<file path="src/sv/lsa_pkg.sv">
// types and constants for the lddt score accumulator
// no dependencies; used by lddt_score_accumulator_unit
`default_nettype none

package lsa_pkg;

    // field and register widths
    localparam int unsigned DIST_W     = 16;
    localparam int unsigned CNT_W      = 13;
    localparam int unsigned ROWS_W     = 11;
    localparam int unsigned PTOT_W     = 27;
    localparam int unsigned STOT_W     = 32;
    localparam int unsigned PAIRS_W    = 16;
    localparam int unsigned SCORE_W    = 17;
    localparam int unsigned TCNT_W     = 3;
    localparam int unsigned CFG_IDX_W  = 3;
    localparam int unsigned CFG_DATA_W = 16;

    // thresholds held in the block
    localparam int unsigned THR_NUM   = 4;
    localparam int unsigned THR_IDX_W = 2;

    // shared divider: 32-bit dividend, 16-bit divisor, one quotient bit a cycle
    localparam int unsigned DIV_W     = 32;
    localparam int unsigned DEN_W     = 16;
    localparam int unsigned DIV_CNT_W = 6;

    localparam logic [SCORE_W-1:0] ONE_Q16 = 17'h10000;

    // register indexes
    localparam logic [CFG_IDX_W-1:0] CFG_CORE_ONLY   = 3'd0;
    localparam logic [CFG_IDX_W-1:0] CFG_RADIUS      = 3'd1;
    localparam logic [CFG_IDX_W-1:0] CFG_THR_COUNT   = 3'd2;
    localparam logic [CFG_IDX_W-1:0] CFG_THRESHOLD_A = 3'd3;
    localparam logic [CFG_IDX_W-1:0] CFG_THRESHOLD_B = 3'd4;
    localparam logic [CFG_IDX_W-1:0] CFG_THRESHOLD_C = 3'd5;
    localparam logic [CFG_IDX_W-1:0] CFG_THRESHOLD_D = 3'd6;

    // register reset values
    localparam logic [DIST_W-1:0] RADIUS_RST    = 16'd3840;
    localparam logic [TCNT_W-1:0] THR_COUNT_RST = 3'd4;
    localparam logic [DIST_W-1:0] THR_A_RST     = 16'd128;
    localparam logic [DIST_W-1:0] THR_B_RST     = 16'd256;
    localparam logic [DIST_W-1:0] THR_C_RST     = 16'd512;
    localparam logic [DIST_W-1:0] THR_D_RST     = 16'd1024;

    // result kinds
    localparam logic KIND_PAIR = 1'b0;
    localparam logic KIND_SET  = 1'b1;

    typedef enum logic [3:0] {
        ST_IDLE,
        ST_COMPARE,
        ST_ROW_CLOSE,
        ST_DIV_ROW,
        ST_PAIR_CHECK,
        ST_DIV_PAIR,
        ST_PUT_PAIR,
        ST_DIV_SET,
        ST_PUT_SET
    } t_state;

endpackage

`default_nettype wire

</file>
<file path="src/sv/lddt_score_accumulator_unit.sv">
// lddt score accumulator: top level, sequencer, one compare unit, one divider
// depends on lsa_pkg
// sequence: an item is taken in idle, then compared against each threshold in use (1 to 4)
//   in turn when it is counted, then the row close is decided
// a row close goes on to a check for a pair close, with a division in the shared
//   restoring divider (32 quotient bits and a finish step) first when the row is usable
// a pair close adds a division and the loading of the pair word, a set close another
//   division and the loading of the overall word; output stalls lengthen this
// throughput: one item at a time, taken again only once the sequencer is back in idle
// reset: synchronous, active low; registers to their reset values, all totals cleared
`default_nettype none

module lddt_score_accumulator_unit (
    input  wire                              i_clk,
    input  wire                              i_rst_n,
    // configuration write channel
    input  wire                              i_cfg_valid,
    output logic                             o_cfg_ready,
    input  wire  [lsa_pkg::CFG_IDX_W-1:0]    i_cfg_index,
    input  wire  [lsa_pkg::CFG_DATA_W-1:0]   i_cfg_data,
    // input item channel
    input  wire                              i_in_valid,
    output logic                             o_in_ready,
    input  wire  [lsa_pkg::DIST_W-1:0]       i_dist_one,
    input  wire  [lsa_pkg::DIST_W-1:0]       i_dist_two,
    input  wire                              i_row_core,
    input  wire                              i_partner_core,
    input  wire                              i_row_aligned,
    input  wire                              i_partner_aligned,
    input  wire                              i_same_column,
    input  wire                              i_row_end,
    input  wire                              i_pair_end,
    input  wire                              i_set_end,
    // result channel
    output logic                             o_out_valid,
    input  wire                              i_out_ready,
    output logic                             o_kind,
    output logic [lsa_pkg::SCORE_W-1:0]      o_score,
    output logic                             o_last
);

    // sequencer state
    lsa_pkg::t_state r_state, n_state;

    // configuration registers
    logic                          r_core_only, n_core_only;
    logic [lsa_pkg::DIST_W-1:0]    r_radius, n_radius;
    logic [lsa_pkg::TCNT_W-1:0]    r_thr_count, n_thr_count;
    logic [lsa_pkg::DIST_W-1:0]    r_thr [lsa_pkg::THR_NUM];
    logic [lsa_pkg::DIST_W-1:0]    n_thr [lsa_pkg::THR_NUM];

    // the item at work
    logic [lsa_pkg::DIST_W-1:0]    r_diff, n_diff;
    logic [lsa_pkg::THR_IDX_W-1:0] r_k, n_k;
    logic [lsa_pkg::THR_IDX_W-1:0] r_klast, n_klast;
    logic                          r_row_ok, n_row_ok;
    logic                          r_row_close, n_row_close;
    logic                          r_pair_close, n_pair_close;
    logic                          r_set_close, n_set_close;

    // running counts and totals
    logic [lsa_pkg::CNT_W-1:0]     r_row_cons, n_row_cons;
    logic [lsa_pkg::CNT_W-1:0]     r_row_pres, n_row_pres;
    logic [lsa_pkg::PTOT_W-1:0]    r_pair_total, n_pair_total;
    logic [lsa_pkg::ROWS_W-1:0]    r_pair_rows, n_pair_rows;
    logic [lsa_pkg::STOT_W-1:0]    r_set_total, n_set_total;
    logic [lsa_pkg::PAIRS_W-1:0]   r_set_pairs, n_set_pairs;

    // shared divider: r_num shifts the dividend out and the quotient in
    logic [lsa_pkg::DIV_W-1:0]     r_num, n_num;
    logic [lsa_pkg::DEN_W-1:0]     r_den, n_den;
    logic [lsa_pkg::DEN_W-1:0]     r_rem, n_rem;
    logic [lsa_pkg::DIV_CNT_W-1:0] r_div_cnt, n_div_cnt;
    logic [lsa_pkg::SCORE_W-1:0]   r_quot, n_quot;

    // output register
    logic                          r_out_valid, n_out_valid;
    logic                          r_out_kind, n_out_kind;
    logic [lsa_pkg::SCORE_W-1:0]   r_out_score, n_out_score;
    logic                          r_out_last, n_out_last;

    // combinational helpers
    logic                          in_take;
    logic                          in_row_ok;
    logic                          in_counted;
    logic [lsa_pkg::DIST_W-1:0]    in_diff;
    logic [lsa_pkg::THR_IDX_W-1:0] in_klast;
    logic                          out_free;
    logic                          div_done;
    logic [lsa_pkg::DEN_W:0]       div_shift;
    logic [lsa_pkg::DEN_W:0]       div_sub;
    logic                          div_ge;
    logic [lsa_pkg::SCORE_W-1:0]   div_q;
    logic                          cmp_hit;
    logic [lsa_pkg::CNT_W-1:0]     row_cons_inc;
    logic [lsa_pkg::CNT_W-1:0]     row_pres_inc;
    logic [lsa_pkg::PTOT_W:0]      pair_sum;
    logic [lsa_pkg::ROWS_W-1:0]    pair_rows_inc;
    logic [lsa_pkg::STOT_W:0]      set_sum;
    logic [lsa_pkg::PAIRS_W-1:0]   set_pairs_inc;

    assign o_cfg_ready = 1'b1;
    assign o_in_ready  = (r_state == lsa_pkg::ST_IDLE);
    assign o_out_valid = r_out_valid;
    assign o_kind      = r_out_kind;
    assign o_score     = r_out_score;
    assign o_last      = r_out_last;

    assign in_take  = i_in_valid && o_in_ready;
    assign out_free = !r_out_valid || i_out_ready;
    assign div_done = r_div_cnt[lsa_pkg::DIV_CNT_W-1];

    // row usable and partner counted, judged with the registers as they stand
    assign in_row_ok  = i_row_aligned && (!r_core_only || i_row_core);
    assign in_counted = in_row_ok && !i_same_column && i_partner_aligned
                        && (!r_core_only || i_partner_core) && (i_dist_one <= r_radius);
    assign in_diff    = (i_dist_one >= i_dist_two) ? (i_dist_one - i_dist_two)
                                                   : (i_dist_two - i_dist_one);

    // index of the last threshold in use: zero acts as one, above four saturates
    always_comb begin
        if (r_thr_count == '0) begin
            in_klast = '0;
        end else if (r_thr_count >= lsa_pkg::TCNT_W'(lsa_pkg::THR_NUM)) begin
            in_klast = lsa_pkg::THR_IDX_W'(lsa_pkg::THR_NUM - 1);
        end else begin
            in_klast = r_thr_count[lsa_pkg::THR_IDX_W-1:0] - 1'b1;
        end
    end

    // one threshold compare per cycle
    assign cmp_hit = (r_diff <= r_thr[r_k]);

    // one restoring division step per cycle
    assign div_shift = {r_rem, r_num[lsa_pkg::DIV_W-1]};
    assign div_ge    = (div_shift >= {1'b0, r_den});
    assign div_sub   = div_shift - {1'b0, r_den};

    // finished quotient: zero divisor gives zero, clamped to one
    always_comb begin
        if (r_den == '0) begin
            div_q = '0;
        end else if (r_num > lsa_pkg::DIV_W'(lsa_pkg::ONE_Q16)) begin
            div_q = lsa_pkg::ONE_Q16;
        end else begin
            div_q = r_num[lsa_pkg::SCORE_W-1:0];
        end
    end

    // saturating counters and totals
    assign row_cons_inc  = (&r_row_cons) ? r_row_cons : r_row_cons + 1'b1;
    assign row_pres_inc  = (&r_row_pres) ? r_row_pres : r_row_pres + 1'b1;
    assign pair_sum      = {1'b0, r_pair_total} + (lsa_pkg::PTOT_W + 1)'(div_q);
    assign pair_rows_inc = (&r_pair_rows) ? r_pair_rows : r_pair_rows + 1'b1;
    assign set_sum       = {1'b0, r_set_total} + (lsa_pkg::STOT_W + 1)'(div_q);
    assign set_pairs_inc = (&r_set_pairs) ? r_set_pairs : r_set_pairs + 1'b1;

    // next state
    always_comb begin
        n_state = r_state;
        case (r_state)
            lsa_pkg::ST_IDLE: begin
                if (in_take) begin
                    n_state = in_counted ? lsa_pkg::ST_COMPARE : lsa_pkg::ST_ROW_CLOSE;
                end
            end
            lsa_pkg::ST_COMPARE: begin
                if (r_k == r_klast) begin
                    n_state = lsa_pkg::ST_ROW_CLOSE;
                end
            end
            lsa_pkg::ST_ROW_CLOSE: begin
                if (!r_row_close) begin
                    n_state = lsa_pkg::ST_IDLE;
                end else if (r_row_ok) begin
                    n_state = lsa_pkg::ST_DIV_ROW;
                end else begin
                    n_state = lsa_pkg::ST_PAIR_CHECK;
                end
            end
            lsa_pkg::ST_DIV_ROW: begin
                if (div_done) begin
                    n_state = lsa_pkg::ST_PAIR_CHECK;
                end
            end
            lsa_pkg::ST_PAIR_CHECK: begin
                n_state = r_pair_close ? lsa_pkg::ST_DIV_PAIR : lsa_pkg::ST_IDLE;
            end
            lsa_pkg::ST_DIV_PAIR: begin
                if (div_done) begin
                    n_state = lsa_pkg::ST_PUT_PAIR;
                end
            end
            lsa_pkg::ST_PUT_PAIR: begin
                if (out_free) begin
                    n_state = r_set_close ? lsa_pkg::ST_DIV_SET : lsa_pkg::ST_IDLE;
                end
            end
            lsa_pkg::ST_DIV_SET: begin
                if (div_done) begin
                    n_state = lsa_pkg::ST_PUT_SET;
                end
            end
            lsa_pkg::ST_PUT_SET: begin
                if (out_free) begin
                    n_state = lsa_pkg::ST_IDLE;
                end
            end
            default: begin
                n_state = lsa_pkg::ST_IDLE;
            end
        endcase
    end

    // datapath and outputs
    always_comb begin
        n_core_only  = r_core_only;
        n_radius     = r_radius;
        n_thr_count  = r_thr_count;
        n_thr        = r_thr;
        n_diff       = r_diff;
        n_k          = r_k;
        n_klast      = r_klast;
        n_row_ok     = r_row_ok;
        n_row_close  = r_row_close;
        n_pair_close = r_pair_close;
        n_set_close  = r_set_close;
        n_row_cons   = r_row_cons;
        n_row_pres   = r_row_pres;
        n_pair_total = r_pair_total;
        n_pair_rows  = r_pair_rows;
        n_set_total  = r_set_total;
        n_set_pairs  = r_set_pairs;
        n_num        = r_num;
        n_den        = r_den;
        n_rem        = r_rem;
        n_div_cnt    = r_div_cnt;
        n_quot       = r_quot;
        n_out_valid  = r_out_valid && !i_out_ready;
        n_out_kind   = r_out_kind;
        n_out_score  = r_out_score;
        n_out_last   = r_out_last;

        // register writes, accepted on every cycle
        if (i_cfg_valid) begin
            case (i_cfg_index)
                lsa_pkg::CFG_CORE_ONLY:   n_core_only = i_cfg_data[0];
                lsa_pkg::CFG_RADIUS:      n_radius    = i_cfg_data;
                lsa_pkg::CFG_THR_COUNT:   n_thr_count = i_cfg_data[lsa_pkg::TCNT_W-1:0];
                lsa_pkg::CFG_THRESHOLD_A: n_thr[0]    = i_cfg_data;
                lsa_pkg::CFG_THRESHOLD_B: n_thr[1]    = i_cfg_data;
                lsa_pkg::CFG_THRESHOLD_C: n_thr[2]    = i_cfg_data;
                lsa_pkg::CFG_THRESHOLD_D: n_thr[3]    = i_cfg_data;
                default: ;
            endcase
        end

        // divider step in any division state until 32 bits are out
        if ((r_state == lsa_pkg::ST_DIV_ROW || r_state == lsa_pkg::ST_DIV_PAIR
             || r_state == lsa_pkg::ST_DIV_SET) && !div_done) begin
            n_rem     = div_ge ? div_sub[lsa_pkg::DEN_W-1:0] : div_shift[lsa_pkg::DEN_W-1:0];
            n_num     = {r_num[lsa_pkg::DIV_W-2:0], div_ge};
            n_div_cnt = r_div_cnt + 1'b1;
        end

        case (r_state)
            lsa_pkg::ST_IDLE: begin
                if (in_take) begin
                    n_diff       = in_diff;
                    n_k          = '0;
                    n_klast      = in_klast;
                    n_row_ok     = in_row_ok;
                    n_row_close  = i_row_end || i_pair_end || i_set_end;
                    n_pair_close = i_pair_end || i_set_end;
                    n_set_close  = i_set_end;
                end
            end
            lsa_pkg::ST_COMPARE: begin
                n_row_cons = row_cons_inc;
                if (cmp_hit) begin
                    n_row_pres = row_pres_inc;
                end
                n_k = r_k + 1'b1;
            end
            lsa_pkg::ST_ROW_CLOSE: begin
                if (r_row_close) begin
                    if (r_row_ok) begin
                        // row score: preserved << 16 over considered
                        n_num     = {3'b000, r_row_pres, 16'h0000};
                        n_den     = lsa_pkg::DEN_W'(r_row_cons);
                        n_rem     = '0;
                        n_div_cnt = '0;
                    end else begin
                        n_row_cons = '0;
                        n_row_pres = '0;
                    end
                end
            end
            lsa_pkg::ST_DIV_ROW: begin
                if (div_done) begin
                    n_pair_total = pair_sum[lsa_pkg::PTOT_W] ? '1
                                                             : pair_sum[lsa_pkg::PTOT_W-1:0];
                    n_pair_rows  = pair_rows_inc;
                    n_row_cons   = '0;
                    n_row_pres   = '0;
                end
            end
            lsa_pkg::ST_PAIR_CHECK: begin
                if (r_pair_close) begin
                    n_num     = lsa_pkg::DIV_W'(r_pair_total);
                    n_den     = lsa_pkg::DEN_W'(r_pair_rows);
                    n_rem     = '0;
                    n_div_cnt = '0;
                end
            end
            lsa_pkg::ST_DIV_PAIR: begin
                if (div_done) begin
                    n_quot       = div_q;
                    n_set_total  = set_sum[lsa_pkg::STOT_W] ? '1
                                                            : set_sum[lsa_pkg::STOT_W-1:0];
                    n_set_pairs  = set_pairs_inc;
                    n_pair_total = '0;
                    n_pair_rows  = '0;
                end
            end
            lsa_pkg::ST_PUT_PAIR: begin
                if (out_free) begin
                    n_out_valid = 1'b1;
                    n_out_kind  = lsa_pkg::KIND_PAIR;
                    n_out_score = r_quot;
                    n_out_last  = !r_set_close;
                    if (r_set_close) begin
                        n_num     = r_set_total;
                        n_den     = r_set_pairs;
                        n_rem     = '0;
                        n_div_cnt = '0;
                    end
                end
            end
            lsa_pkg::ST_DIV_SET: begin
                if (div_done) begin
                    n_quot      = div_q;
                    n_set_total = '0;
                    n_set_pairs = '0;
                end
            end
            lsa_pkg::ST_PUT_SET: begin
                if (out_free) begin
                    n_out_valid = 1'b1;
                    n_out_kind  = lsa_pkg::KIND_SET;
                    n_out_score = r_quot;
                    n_out_last  = 1'b1;
                end
            end
            default: ;
        endcase
    end

    // control state, registers and totals
    always_ff @(posedge i_clk) begin
        if (!i_rst_n) begin
            r_state      <= lsa_pkg::ST_IDLE;
            r_core_only  <= 1'b0;
            r_radius     <= lsa_pkg::RADIUS_RST;
            r_thr_count  <= lsa_pkg::THR_COUNT_RST;
            r_thr[0]     <= lsa_pkg::THR_A_RST;
            r_thr[1]     <= lsa_pkg::THR_B_RST;
            r_thr[2]     <= lsa_pkg::THR_C_RST;
            r_thr[3]     <= lsa_pkg::THR_D_RST;
            r_row_cons   <= '0;
            r_row_pres   <= '0;
            r_pair_total <= '0;
            r_pair_rows  <= '0;
            r_set_total  <= '0;
            r_set_pairs  <= '0;
            r_out_valid  <= 1'b0;
        end else begin
            r_state      <= n_state;
            r_core_only  <= n_core_only;
            r_radius     <= n_radius;
            r_thr_count  <= n_thr_count;
            r_thr        <= n_thr;
            r_row_cons   <= n_row_cons;
            r_row_pres   <= n_row_pres;
            r_pair_total <= n_pair_total;
            r_pair_rows  <= n_pair_rows;
            r_set_total  <= n_set_total;
            r_set_pairs  <= n_set_pairs;
            r_out_valid  <= n_out_valid;
        end
    end

    // item fields, divider and output word: loaded before use
    always_ff @(posedge i_clk) begin
        r_diff       <= n_diff;
        r_k          <= n_k;
        r_klast      <= n_klast;
        r_row_ok     <= n_row_ok;
        r_row_close  <= n_row_close;
        r_pair_close <= n_pair_close;
        r_set_close  <= n_set_close;
        r_num        <= n_num;
        r_den        <= n_den;
        r_rem        <= n_rem;
        r_div_cnt    <= n_div_cnt;
        r_quot       <= n_quot;
        r_out_kind   <= n_out_kind;
        r_out_score  <= n_out_score;
        r_out_last   <= n_out_last;
    end

    // preserved comparisons never outnumber considered ones
    a_pres_le_cons: assert property (@(posedge i_clk) disable iff (!i_rst_n)
        r_row_pres <= r_row_cons)
        else $error("row preserved count above considered count");

    // an accepted word keeps the block busy for at least the next cycle
    a_busy_after_take: assert property (@(posedge i_clk) disable iff (!i_rst_n)
        in_take |=> !o_in_ready)
        else $error("input taken again straight after a word");

    // the row counts are cleared by the time the pair close is looked at
    a_row_cleared: assert property (@(posedge i_clk) disable iff (!i_rst_n)
        (r_state == lsa_pkg::ST_PAIR_CHECK) |-> (r_row_cons == '0 && r_row_pres == '0))
        else $error("row counts left over at pair check");

    // an overall word is always the last one of its item, and no score exceeds one
    a_set_last: assert property (@(posedge i_clk) disable iff (!i_rst_n)
        (r_out_valid && r_out_kind == lsa_pkg::KIND_SET) |-> r_out_last)
        else $error("overall score word not marked last");

    a_score_range: assert property (@(posedge i_clk) disable iff (!i_rst_n)
        r_out_valid |-> (r_out_score <= lsa_pkg::ONE_Q16))
        else $error("score above one");

endmodule

`default_nettype wire

</file>
<file path="config.mk">
export PLATFORM = sky130hd
export DESIGN_NAME = lddt_score_accumulator_unit
export DESIGN_NICKNAME = d
export VERILOG_FILES = /design/src/sv/lsa_pkg.sv /design/src/sv/lddt_score_accumulator_unit.sv
export SDC_FILE = /design/constraint.sdc
export NUM_CORES = 1
export LEC_CHECK = 0
export ABC_CLOCK_PERIOD_IN_PS = 4600
export BUFFER_PORTS_ARGS = -buffer_cell sky130_fd_sc_hd__buf_2
export CAP_MARGIN = 20
export CORE_MARGIN = 2
export CORE_UTILIZATION = 45
export CTS_CLUSTER_SIZE = 30
export DETAILED_ROUTE_END_ITERATION = 7
export GPL_TIMING_DRIVEN = 0
export PLACE_DENSITY = 0.57
export REMOVE_ABC_BUFFERS = 1
export SETUP_SLACK_MARGIN = 0.15
export SYNTH_ARGS = -nofsm -noshare
export SYNTH_HDL_FRONTEND = slang
export SYNTH_SLANG_ARGS = --single-unit
</file>
<file path="constraint.sdc">
create_clock -name i_clk -period 4.6 [get_ports i_clk]
set_input_delay 0.23 -clock i_clk [delete_from_list [all_inputs] [get_ports i_clk]]
set_output_delay 0.23 -clock i_clk [all_outputs]
set_load 0.02 [all_outputs]
</file>
* After elaboration in Yosys (flattened, before gate mapping)
Cells that the tools add are included.
** Word-level totals
- Word-level logic and storage cells :: 221
- Input bits :: 64
- Register bits :: 331
- Output and inout port bits :: 22
** Cells by class
- Order comparisons :: 7
- Multiplexer cells :: 81
- $add $sub $neg :: 12
- Bitwise logic cells :: 1
- Reductions and logical operators :: 58
- Equality and inequality tests :: 32
** Operator list (number)
- 16-bit 2-to-1 mux :: 18
- 32-bit 2-to-1 mux :: 9
- 16-bit one-hot mux with 3 select lines :: 2
- 32-bit one-hot mux with 3 select lines :: 1
- 27-bit 2-to-1 mux :: 3
- 13-bit 2-to-1 mux :: 6
- 13-bit one-hot mux with 3 select lines :: 2
- 32-bit one-hot mux with 2 select lines :: 1
- 27-bit one-hot mux with 2 select lines :: 1
- 16-bit subtractor :: 3
- 6-bit 2-to-1 mux :: 6
- 4-bit one-hot mux with 9 select lines :: 1
- 17-bit 2-to-1 mux :: 2
- 32-bit by 17-bit adder with 33-bit output :: 1
- 11-bit 2-to-1 mux :: 3
- 16-bit binary-select mux with 2-bit select :: 1
- 32-bit by 17-bit > comparator with 1-bit output (second input constant) :: 1
- 16-bit <= comparator :: 2
- 2-bit != test (second input constant) :: 16
- 16-bit one-hot mux with 2 select lines :: 1
- 27-bit by 17-bit adder with 28-bit output :: 1
- 4-bit 2-to-1 mux :: 7
- 13-bit by 1-bit adder with 13-bit output (second input constant) :: 2
- 13-bit AND reduction :: 2
- 42 further kinds :: 99

* Depth between registers and ports, before layout
- Depth after elaboration :: 10
- Gate-level depth with buffers :: 17

* Worst setup path after synthesis
No wires, ideal clock.
- Path kind :: flip-flop to flip-flop
- From :: reg r_num[29] (netlist bit)
- To :: reg r_pair_total[22] (netlist bit)
- Data arrival time :: 4013 ps
- Path slack :: 453 ps
- Library setup time :: 134 ps
- Cell stages (with the launch flop) :: 18
- Required time :: 4466 ps
- Cell sequence :: dfxtp_1 nor4_2 nand4_1 nor3_4 and2_2 ha_1 inv_1 fa_1 nor2b_1 o21a_1 a311o_1 a32oi_1 a31oi_4 a41oi_4 or2_0 buf_2 o2111a_1 or4_1
** Between the ends
- Word-level cells in the longest chain between the ends :: 7
** Ends and longest elaborated chain
- start, declared :: RTL line lddt_score_accumulator_unit.sv:70 : logic [lsa_pkg::DIV_W-1:0] r_num, n_num;
- start signal, assigned :: RTL line lddt_score_accumulator_unit.sv:402 : r_num <= n_num;
- 32-bit by 17-bit > comparator with 1-bit output :: RTL line lddt_score_accumulator_unit.sv:143 : end else if (r_num > lsa_pkg::DIV_W'(lsa_pkg::ONE_Q16)) begin
- 17-bit 2-to-1 mux :: RTL line lddt_score_accumulator_unit.sv:143
- 17-bit 2-to-1 mux :: RTL line lddt_score_accumulator_unit.sv:141 : if (r_den == '0) begin
- via div_q (one bit) :: RTL line lddt_score_accumulator_unit.sv:93 : logic [lsa_pkg::SCORE_W-1:0] div_q;
- 27-bit by 17-bit adder with 28-bit output :: RTL line lddt_score_accumulator_unit.sv:153 : assign pair_sum = {1'b0, r_pair_total} + (lsa_pkg::PTOT_W + 1)'(div_q);
- 27-bit 2-to-1 mux :: RTL line lddt_score_accumulator_unit.sv:301 : n_pair_total = pair_sum[lsa_pkg::PTOT_W] ? '1
- 27-bit 2-to-1 mux :: RTL line lddt_score_accumulator_unit.sv:300 : if (div_done) begin
- 27-bit one-hot mux with 2 select lines :: RTL line lddt_score_accumulator_unit.sv:266 : case (r_state)
- end signal, assigned :: RTL line lddt_score_accumulator_unit.sv:385 : r_pair_total <= n_pair_total;
- end, declared :: RTL line lddt_score_accumulator_unit.sv:64 : logic [lsa_pkg::PTOT_W-1:0] r_pair_total, n_pair_total;
The timed path passes the listed nets, and every way through them passes these cells. The select of a mux whose other input is x is not followed.
A chain may end at the register's enable or synchronous reset.

* Worst setup path in the final report
- From :: reg r_num[14] (netlist bit)
- To :: reg r_pair_total[22] (netlist bit)
The elaborated chain is that of the path after synthesis.

==> results.py <==
metrics = {
    "outcome": {
        "status": "complete, no violations",
    },
    "die": {
        "fp.dieW_microns": 208,
        "die_h_microns": 208,
        "dieArea_sq_um": 43200,
        "io-pin-count": 86,
        "core-area_sq_um": 40900,
        "num_rows": 74,
        "start_util_pct": 45.7,
    },
    "sta": {
        "drv_slew": 0,
        "grt_setup_unrepaired": "true",
        "final-hold-violation-count": 0,
        "setup_viol": 0,
        "worst_slack_ns": 0.318,
        "hold_ws_ns": 0.0727,
        "finalClockSkew_ns": 0.0268,
        "min_period_over_period_pct": 93.1,
        "period_minus_slack_ns": 4.28,
        "worst-slew-pin-transition_ns": 1.02,
        "max_freq_ghz": 0.234,
        "slew-limit-headroom_pct": 32.3,
    },
    "clock_tree": {
        "htreeDepth": 2,
        "cts_tree": "built",
        "cts_sinks": 331,
        "clockBufferDepth": 3,
        "clkLatencyLatePin_ns": 0.57,
        "clk_pin_slew_ns": 0.06,
        "cts_buffers": 39,
        "clockRootBuffer": "clkbuf_16",
    },
    "final_layout": {
        "final_common_cell": "nand2_1",
        "antenna_cells": 0,
        "mostFrequentLayoutCells": "nand2_1, dfxtp_1, a21oi_1",
        "area_growth_syn_to_layout_pct": 15.4,
        "nets": 2422,
        "drive_above_1_share_pct": 12.2,
    },
    "yosys": {
        "netlist_area_sq_um": 18700,
        "synth.distinct_cells": 83,
        "ys.flop_type": "dfxtp_1",
        "ys_seq_elements": 331,
        "synth_cells": 2146,
        "async_flop_share_pct": 0,
        "synth_seq_area_share_pct": 39.5,
        "synth_area_per_cell_sq_um": 8.71,
        "synth_edf_count": 76,
        "yosys_warnings": 0,
    },
    "critical_path": {
        "required_ns": 5.04,
        "cp_num_buf_inv": 1,
        "worst_path_max_delay_cell": "or4_1",
        "startpoint_type": "register",
        "end_kind": "register",
        "crit_path_cell_trace": "nor4_4, a41oi_2, nor3_4, and2_4, ha_4, inv_1, fa_2, nor2b_1, o21a_1, a311o_1, a41oi_4, a31oi_4, a41oi_4, or2_4, o2111a_1, or4_1",
        "reg2reg_slack_ns": 0.32,
        "worstSetupPathType": "register to register",
        "cp_top_family": "simple AND/OR/NAND/NOR gates",
        "arrival_ns": 4.72,
        "critPathMaxFanout": 4,
        "max_stage_delay_ns": 0.48,
        "crit_top_cell": "a41oi_4",
    },
    "route": {
        "wl_met2_mm": 25.4,
        "final_antenna_net_count": 0,
        "firstDrtPassIters": 5,
        "routedLengthMet1_mm": 21.9,
        "drt-initial-drc-count": 1049,
        "top_layer_used": "met4",
        "wire_per_inst_microns": 18.2,
        "drc_errors": 0,
        "vias": 15900,
        "wl_met3_mm": 2.10,
        "drt-total-wl_mm": 50.9,
        "viasPerCell": 5.68,
    },
    "placement": {
        "dp_hpwl_mm": 36.4,
        "gp_congestion": 0.862,
        "io_buffer_count": 84,
        "dp_slack_ns": -0.809,
    },
    "grt": {
        "grt_pass1_wl_mm": 81.3,
        "antenna_found_initial": 1,
        "grtUsageTotal_pct": 23.2,
        "grt_pass1_vias": 15500,
        "overflow": 0,
        "grt_max_degree": 107,
    },
    "pwr": {
        "powerDensity_nw_per_um2": 421,
        "power_leakage_nw": 8.43,
        "ir_worst_vdd_uv": 308,
    },
    "hold_path": {
        "hold_path_class": "primary input to register",
    },
    "job": {
        "maxCapViolCount": 0,
    },
}
-- layer usage --
metal / up-vias / global-route usage (%)
li1: 7880 / -
met1: 7599 / 28.6
met2: 311 / 41.0
met3: 85 / 3.45
met4: 0 / 8.31
met5: - / 0
-- final cells by class --
class	instances	area, sq um
Clock buffer	61	1210
Clock inverter	8	53.8
Fill cell	3885	19300
Inverter	137	528
Multi-Input combinational cell	1582	10600
Sequential cell	331	7390
Tap cell	532	666
Timing Repair Buffer	145	1100
-- synth_stat cells, types with 44 or more instances --
library cell / count / area, sq um
nor2_1: 173 / 649
o21ai_0: 113 / 566
inv_1: 134 / 503
xor2_1: 47 / 412
clkbuf_1: 82 / 308
xnor2_1: 44 / 385
nand2_1: 270 / 1010
nand3_1: 48 / 240
ha_1: 117 / 1460
a21oi_1: 204 / 1020
mux2i_1: 66 / 661
edfxtp_1: 76 / 2280
dfxtp_1: 255 / 5100
-- per-stage QoR --
step / area, sq um / cells / TNS, ns / utilization, % / power (mW)
after global placement: 19400 / 2666 / -163.47 / 47.4 / 5.77
after floorplan: 18300 / 2050 / 0 / - / 5.11
after detailed placement: 19700 / 2679 / -34.50 / 48.1 / 5.86
final: 21600 / 2796 / 0 / 52.7 / 9.09
after global routing: 21600 / 2796 / 0 / 52.7 / 9.56
after CTS: 21300 / 2778 / 0 / 52.1 / 9.02
-- report_power, final --
part           internal, mW  switching (mW)
combinational          1.07            1.45
clock                  1.81            1.25
sequential             3.25           0.247
-- path summary, 6_finish.rpt --
path | end | cells after the start | startpoint
worst max register to register | r_pair_total[22]$_SDFFE_PN0P_ | 16 | r_num[14]$_DFF_P_
worst min register to register | o_score[1]$_DFFE_PP_ | 0 | r_quot[1]$_DFFE_PP_
worst max-delay path | r_pair_total[22]$_SDFFE_PN0P_ | 16 | r_num[14]$_DFF_P_
worst min-delay path | o_out_valid$_SDFF_PN0_ | 4 | i_out_ready
-- flip-flops by register name, indices dropped and copies added (netlist names), 17 cells and up --
| register | count |
|---|---|
| r_quot | 17 |
| o_score | 17 |
| r_pair_total | 27 |
| r_thr | 64 |
| r_num | 32 |
| r_set_total | 32 |
-- cell families (layout without fill, tap and decap cells) --
kind of cell	after synthesis	count (layout)	share of synthesized area (%)
DFF	331	331	39.5
AOI/OAI and AO/OA	569	569	19.3
xor gates and xnor gates	91	91	4.26
and+or+nand+nor	710	710	17.9
buffers and inverters	233	351	4.78
adders and majority gates	123	123	8.42
muxes	88	88	5.82
other	1	1	0.0201
-- worst register-to-register path, delay by kind of cell, from the launching register on --
family / cells / cell delay, ns
fa+ha+maj: 2 / 0.49
buf+inv: 1 / 0.05
flops: 1 / 0.34
simple gates: 6 / 1.78
compound gates: 7 / 1.50
-- repair_timing --
action | in CTS | in global routing
pin swaps | 8 | 18
endpoints found under the hold margin | 83 | 0
hold buffers | 19 | 0
setup endpoints to repair | 73 | 62
buffers inserted | 11 | 15
resized for setup | 20 | 20
Note: power is estimated with default switching activity, not from simulation.
